$ cat src/rtl/session_record_sort_search_table_core_macros.svh
// Assertion macros used by the session table core.
`ifndef SESSION_RECORD_SORT_SEARCH_TABLE_CORE_MACROS_SVH
`define SESSION_RECORD_SORT_SEARCH_TABLE_CORE_MACROS_SVH
// Implication checked at every clock edge outside reset.
`define SRT_ASSERT_IMP(label, clk, rst, pre, post, msg) \
  label: assert property (@(posedge clk) disable iff (rst) (pre) |-> (post)) else $error(msg);
// Next-cycle implication checked outside reset.
`define SRT_ASSERT_NXT(label, clk, rst, pre, post, msg) \
  label: assert property (@(posedge clk) disable iff (rst) (pre) |=> (post)) else $error(msg);
`endif

$ cat src/rtl/srst_pkg.sv
// Shared types and constants for the session record table.
package srst_pkg;
  localparam logic [2:0] MODE_ADD   = 3'd0;
  localparam logic [2:0] MODE_READ  = 3'd1;
  localparam logic [2:0] MODE_FIND  = 3'd2;
  localparam logic [2:0] MODE_SORT  = 3'd3;
  localparam logic [2:0] MODE_STATS = 3'd4;

  localparam logic [2:0] ST_OK       = 3'd0;
  localparam logic [2:0] ST_FULL     = 3'd1;
  localparam logic [2:0] ST_INVALID  = 3'd2;
  localparam logic [2:0] ST_NOTFOUND = 3'd3;
  localparam logic [2:0] ST_EMPTY    = 3'd4;

  localparam logic [1:0] KEY_ID     = 2'd0;
  localparam logic [1:0] KEY_ENERGY = 2'd1;
  localparam logic [1:0] KEY_COST   = 2'd2;
  localparam logic [1:0] KEY_TIME   = 2'd3;

  localparam logic [16:0] POWER_MAX  = 17'd100000;
  localparam logic [14:0] HOURS_MAX  = 15'd16800;
  localparam logic [13:0] TARIFF_MAX = 14'd10000;

  typedef struct packed {
    logic [7:0]  id;
    logic [16:0] power;
    logic [14:0] hours;
    logic [13:0] tariff;
    logic [30:0] energy;
    logic [44:0] cost;
  } rec_t;

  typedef enum logic [4:0] {
    S_IDLE, S_ADD_MUL1, S_ADD_MUL2, S_ADD_CMUL, S_ADD_WR,
    S_READ_WAIT, S_FIND_RD, S_FIND_CHK,
    S_SORT_RDI, S_SORT_WI, S_SORT_RDJ, S_SORT_CMP, S_SORT_PUT,
    S_DIV, S_OUT
  } state_t;

  // Key extraction; every key fits in 45 bits.
  function automatic logic [44:0] key_of(rec_t r, logic [1:0] k);
    logic [44:0] v;
    case (k)
      KEY_ID:     v = {37'd0, r.id};
      KEY_ENERGY: v = {14'd0, r.energy};
      KEY_COST:   v = r.cost;
      default:    v = {30'd0, r.hours};
    endcase
    return v;
  endfunction
endpackage

$ cat src/rtl/srst_div.sv
// Restoring divider: one quotient bit per cycle.
module srst_div (
  input  logic        clk,
  input  logic        rst,
  input  logic        start,
  input  logic [51:0] dividend,
  input  logic [7:0]  divisor,
  output logic        done,
  output logic [51:0] quotient
);
  import srst_pkg::*;
  logic [51:0] q;
  logic [8:0]  rem;
  logic [5:0]  cnt;
  logic        busy;
  logic [8:0]  trial;

  assign trial = {rem[7:0], q[51]};

  always_ff @(posedge clk) begin
    if (rst) begin
      busy <= 1'b0;
      done <= 1'b0;
    end else begin
      done <= 1'b0;
      if (start) begin
        busy <= 1'b1;
        cnt  <= 6'd0;
      end else if (busy) begin
        cnt <= cnt + 6'd1;
        if (cnt == 6'd51) begin
          busy <= 1'b0;
          done <= 1'b1;
        end
      end
    end
  end

  always_ff @(posedge clk) begin
    if (start) begin
      q   <= dividend;
      rem <= 9'd0;
    end else if (busy) begin
      if (trial >= {1'b0, divisor}) begin
        rem <= trial - {1'b0, divisor};
        q   <= {q[50:0], 1'b1};
      end else begin
        rem <= trial;
        q   <= {q[50:0], 1'b0};
      end
    end
  end

  assign quotient = q;
endmodule

$ cat config.mk
export PLATFORM = sky130hd
export DESIGN_NAME = srst_div
export DESIGN_NICKNAME = d
export VERILOG_FILES = /design/src/rtl/session_record_sort_search_table_core_macros.svh /design/src/rtl/srst_pkg.sv /design/src/rtl/srst_div.sv
export SDC_FILE = /design/constraint.sdc
export NUM_CORES = 1
export LEC_CHECK = 0
export BUFFER_PORTS_ARGS = -buffer_cell sky130_fd_sc_hd__buf_2
export CAP_MARGIN = 20
export CORE_AREA = 2 2 89 91
export DETAILED_ROUTE_END_ITERATION = 16
export DIE_AREA = 0 0 91 93
export PLACE_DENSITY = 0.77
export REMOVE_ABC_BUFFERS = 1
export SKIP_CTS_REPAIR_TIMING = 1
export SLEW_MARGIN = 40
export SYNTH_ARGS = -nofsm -noshare
export SYNTH_HDL_FRONTEND = slang
export SYNTH_SLANG_ARGS = --single-unit
$ cat constraint.sdc
create_clock -name clk -period 2.8 [get_ports clk]
set_clock_uncertainty 0.1 [all_clocks]
set_input_delay 0.14 -clock clk [delete_from_list [all_inputs] [get_ports clk]]
set_output_delay 0.14 -clock clk [all_outputs]
set_load 0.02 [all_outputs]
==> report_table.html <==
<table>
<tr><th>Metric</th><th>Value</th></tr>
<tr><th colspan="2">Route</th></tr>
<tr><td>Routed WL</td><td>7230 um</td></tr>
<tr><td>Via count normalized by instance count</td><td>5.02</td></tr>
<tr><td>Via total after detailed routing</td><td>2,453</td></tr>
<tr><td>DRC violation count after routing</td><td>0</td></tr>
<tr><td>Detail Route Antenna Nets</td><td>0</td></tr>
<tr><td>Mean routed wirelength per cell</td><td>14.8 um</td></tr>
<tr><td>Number of detailed-routing iterations run before antenna repair</td><td>4</td></tr>
<tr><td>First-iteration detailed-routing DRC count</td><td>109</td></tr>
<tr><th colspan="2">Floorplan</th></tr>
<tr><td>Num ports</td><td>116</td></tr>
<tr><td>CORE AREA</td><td>0.00753 mm^2</td></tr>
<tr><td>Standard-cell row count</td><td>32</td></tr>
<tr><td>Die H</td><td>93 um</td></tr>
<tr><td>X dimension of the die</td><td>91 um</td></tr>
<tr><td>Total die area</td><td>0.00846 mm^2</td></tr>
<tr><td>Initial standard-cell utilization of the core</td><td>43.8%</td></tr>
<tr><th colspan="2">Outcome</th></tr>
<tr><td>Outcome</td><td>finished, violations left</td></tr>
<tr><td>Failing checks</td><td>negative hold slack</td></tr>
<tr><th colspan="2">Clocking</th></tr>
<tr><td>Cts bufs inserted</td><td>9</td></tr>
<tr><td>Cell at the root of the clock tree</td><td>sky130_fd_sc_hd__clkbuf_8</td></tr>
<tr><td>Bufs on Longest Clock Path</td><td>2</td></tr>
<tr><td>Clock insertion delay at the later pin of the skew report</td><td>0.34 ns</td></tr>
<tr><td>Sink count of the clock tree</td><td>68</td></tr>
<tr><td>CTS clock-pin slew for the worst setup and hold paths</td><td>0.07 ns</td></tr>
<tr><td>TritonCTS clock tree</td><td>built</td></tr>
<tr><td>H-Tree Depth</td><td>3</td></tr>
<tr><th colspan="2">STA</th></tr>
<tr><td>Post-layout worst setup margin</td><td>0.643 ns</td></tr>
<tr><td>Setup repair after global routing missed its margin</td><td>false</td></tr>
<tr><td>Pins Over Slew Limit</td><td>0</td></tr>
<tr><td>Share of the clock period used by the worst path</td><td>77.0%</td></tr>
<tr><td>Slew at the pin closest to its max-slew limit</td><td>0.557 ns</td></tr>
<tr><td>Worst hold margin</td><td>-0.00203 ns</td></tr>
<tr><td>Max Fclk</td><td>0.464 GHz</td></tr>
<tr><td>Final min period</td><td>2.16 ns</td></tr>
<tr><td>Slew headroom</td><td>62.7%</td></tr>
<tr><td>Final hold violation count</td><td>3</td></tr>
<tr><td>Final number of setup-violating endpoints</td><td>0</td></tr>
<tr><td>Final-layout setup total negative slack</td><td>0 ns</td></tr>
<tr><th colspan="2">Finish</th></tr>
<tr><td>Commonest non-fill, non-tap cell in the layout</td><td>sky130_fd_sc_hd__buf_2</td></tr>
<tr><td>Number of nets in the finished design</td><td>455</td></tr>
<tr><td>Fraction of layout cells with a size suffix above 1</td><td>50.4%</td></tr>
<tr><td>Most frequent cells in the layout</td><td>sky130_fd_sc_hd__buf_2, sky130_fd_sc_hd__edfxtp_1, sky130_fd_sc_hd__mux2_2, sky130_fd_sc_hd__nor2_1, sky130_fd_sc_hd__dlygate4sd3_1</td></tr>
<tr><td>Synthesis-to-layout area growth</td><td>33.5%</td></tr>
<tr><td>Design area</td><td>0.00440 mm^2</td></tr>
<tr><td>Antenna diode count</td><td>0</td></tr>
<tr><th colspan="2">Synthesis</th></tr>
<tr><td>Predominant post-synthesis flop cell</td><td>sky130_fd_sc_hd__edfxtp_1</td></tr>
<tr><td>Post-synthesis area per instance</td><td>13.8 um^2</td></tr>
<tr><td>FFs w/ async S/R, synth</td><td>0%</td></tr>
<tr><td>Gate count of the mapped netlist</td><td>239</td></tr>
<tr><td>Fraction of synthesized cell area taken by the top area cell type</td><td>52.8%</td></tr>
<tr><td>Largest area contributor in the synthesized netlist</td><td>sky130_fd_sc_hd__edfxtp_1</td></tr>
<tr><td>Top cells by area, synth</td><td>sky130_fd_sc_hd__edfxtp_1, sky130_fd_sc_hd__mux2_2, sky130_fd_sc_hd__dfxtp_1, sky130_fd_sc_hd__ha_1, sky130_fd_sc_hd__nor2_1</td></tr>
<tr><td>YS warnings</td><td>0</td></tr>
<tr><td>EDFF count, synth</td><td>58</td></tr>
<tr><td>Sequential fraction of the synthesis area</td><td>58.9%</td></tr>
<tr><td>Synthesized cell area</td><td>0.00330 mm^2</td></tr>
<tr><td>Count of state elements after synthesis</td><td>68</td></tr>
<tr><td>Netlist cell types</td><td>42</td></tr>
<tr><th colspan="2">Min path</th></tr>
<tr><td>Hold_sp</td><td>dividend[25]</td></tr>
<tr><td>Hold WC Path Type</td><td>in2reg</td></tr>
<tr><td>Worst Hold Depth</td><td>2</td></tr>
<tr><td>Endpoint, Worst Hold</td><td>quotient[25]$_DFFE_PN_</td></tr>
<tr><th colspan="2">Place</th></tr>
<tr><td>Detailed placement HPWL</td><td>5110 um</td></tr>
<tr><td>Port bufs</td><td>115</td></tr>
<tr><td>Post-placement setup slack</td><td>0.664 ns</td></tr>
<tr><td>Area after detailed placement</td><td>0.00400 mm^2</td></tr>
<tr><td>Last weighted congestion value of the routability-driven placer</td><td>0.861</td></tr>
<tr><th colspan="2">Critical path</th></tr>
<tr><td>Crit Reg-Reg Startpoint</td><td>rem[5]$_SDFFE_PP0P_</td></tr>
<tr><td>Data required time of the worst path</td><td>2.93 ns</td></tr>
<tr><td>Capturing point of the worst reg2reg path</td><td>rem[7]$_SDFFE_PP0P_</td></tr>
<tr><td>Worst setup path category</td><td>reg2reg</td></tr>
<tr><td>Crit. End Element</td><td>flip-flop</td></tr>
<tr><td>Worst r2r path cells</td><td>6</td></tr>
<tr><td>Worst Path Arrival</td><td>2.29 ns</td></tr>
<tr><td>Setup crit start kind</td><td>flip-flop</td></tr>
<tr><td>Max FO, Critical Path</td><td>9</td></tr>
<tr><td>R2R setup slack</td><td>0.64 ns</td></tr>
<tr><th colspan="2">Flow run</th></tr>
<tr><td>Max-cap check violation count</td><td>0</td></tr>
<tr><th colspan="2">Global routing</th></tr>
<tr><td>First-pass GRT wire length</td><td>11,300 um</td></tr>
<tr><td>Number of global-route vias before repair</td><td>2,418</td></tr>
<tr><td>Antenna violations before repair</td><td>0</td></tr>
<tr><td>Aggregate global-route resource usage</td><td>16.9%</td></tr>
<tr><td>Leftover overflow at the end of global routing</td><td>0</td></tr>
<tr><td>Largest net degree at the start of global routing</td><td>29</td></tr>
<tr><th colspan="2">Power</th></tr>
<tr><td>Standby leakage power</td><td>1.85 nW</td></tr>
<tr><td>Total Power Consumption</td><td>0.00257 W</td></tr>
<tr><td>Largest voltage drop on the vdd net</td><td>334 uV</td></tr>
<tr><td>Power per cell area</td><td>584 mW/mm^2</td></tr>
</table>
==> power by group <==
group / leakage, nW / switching (W) / internal, W
Sequential: 0.664 / 0.0000564 / 0.00122
Clock: 0.0910 / 0.000376 / 0.000406
Combinational: 1.09 / 0.000281 / 0.000233
Total: 1.85 / 0.000713 / 0.00186
==> flip-flops by register name, indices dropped and copies added (netlist names) <==
signal / cells
cnt: 6
busy: 1
rem: 8
done: 1
quotient: 52
==> area by class of cell <==
class	count	area [um^2]
Clock inverter	7	67.6
Tap cell	102	128
Inverter	11	43.8
Multi-Input combinational cell	152	1280
Fill cell	663	3120
Timing Repair Buffer	140	816
Clock buffer	9	124
Sequential cell	68	1940
==> through the flow <==
| stage | util (%) | cells |
|---|---|---|
| floorplan | - | 231 |
| global placement | 53.2 | 452 |
| detailed placement | 53.2 | 452 |
| CTS | 55.7 | 468 |
| global route | 58.5 | 489 |
| finish | 58.5 | 489 |
==> critical path, stage by stage (launching register included) <==
cell and delay (ns):
sky130_fd_sc_hd__dfxtp_1 0.32, sky130_fd_sc_hd__ha_1 0.34, sky130_fd_sc_hd__a211o_1 0.35, sky130_fd_sc_hd__o21ai_4 0.28
sky130_fd_sc_hd__inv_4 0.07, sky130_fd_sc_hd__or3_1 0.35, sky130_fd_sc_hd__a32o_1 0.24
==> synthesized netlist by cell type, types with 4 or more instances <==
library cell,count
sky130_fd_sc_hd__dfxtp_1,10
sky130_fd_sc_hd__edfxtp_1,58
sky130_fd_sc_hd__mux2_2,51
sky130_fd_sc_hd__nor2_1,21
sky130_fd_sc_hd__ha_1,9
sky130_fd_sc_hd__xnor2_1,4
sky130_fd_sc_hd__nand3_1,7
sky130_fd_sc_hd__inv_1,10
sky130_fd_sc_hd__clkbuf_1,8
sky130_fd_sc_hd__a21oi_1,4
sky130_fd_sc_hd__xor2_1,4
sky130_fd_sc_hd__o21ai_0,9
==> kinds of logic after synthesis <==
kind of cell             share of synthesized area [%]
AO/OA/AOI/OAI                                     7.32
XOR/XNOR                                          2.12
adder cells (fa/ha/maj)                           4.02
buffers and inverters                             2.24
flip-flops                                        58.9
multiplexers                                      17.7
AND/OR/NAND/NOR                                   7.70
==> per-layer routing <==
layer / part of all wire, % / global-route usage, %
met4: 1.5 / 7.32
met1: 44 / 21.6
met3: 5.8 / 4.43
met2: 48 / 27.2
met5: 0 / 0
==> worst max path at each step <==
stage	to	depth (start not counted)	start
3_3_place_gp	rem[7]$_SDFFE_PP0P_	6	rem[2]$_SDFFE_PP0P_
4_1_cts	rem[7]$_SDFFE_PP0P_	6	rem[5]$_SDFFE_PP0P_
3_5_place_dp	rem[7]$_SDFFE_PP0P_	6	rem[5]$_SDFFE_PP0P_
2_1_floorplan	quotient[0]$_DFFE_PN_	2	busy$_SDFF_PP0_
6_report	rem[7]$_SDFFE_PP0P_	6	rem[5]$_SDFFE_PP0P_
5_1_grt	rem[7]$_SDFFE_PP0P_	6	rem[2]$_SDFFE_PP0P_
Note: power is estimated with default switching activity, not from simulation.
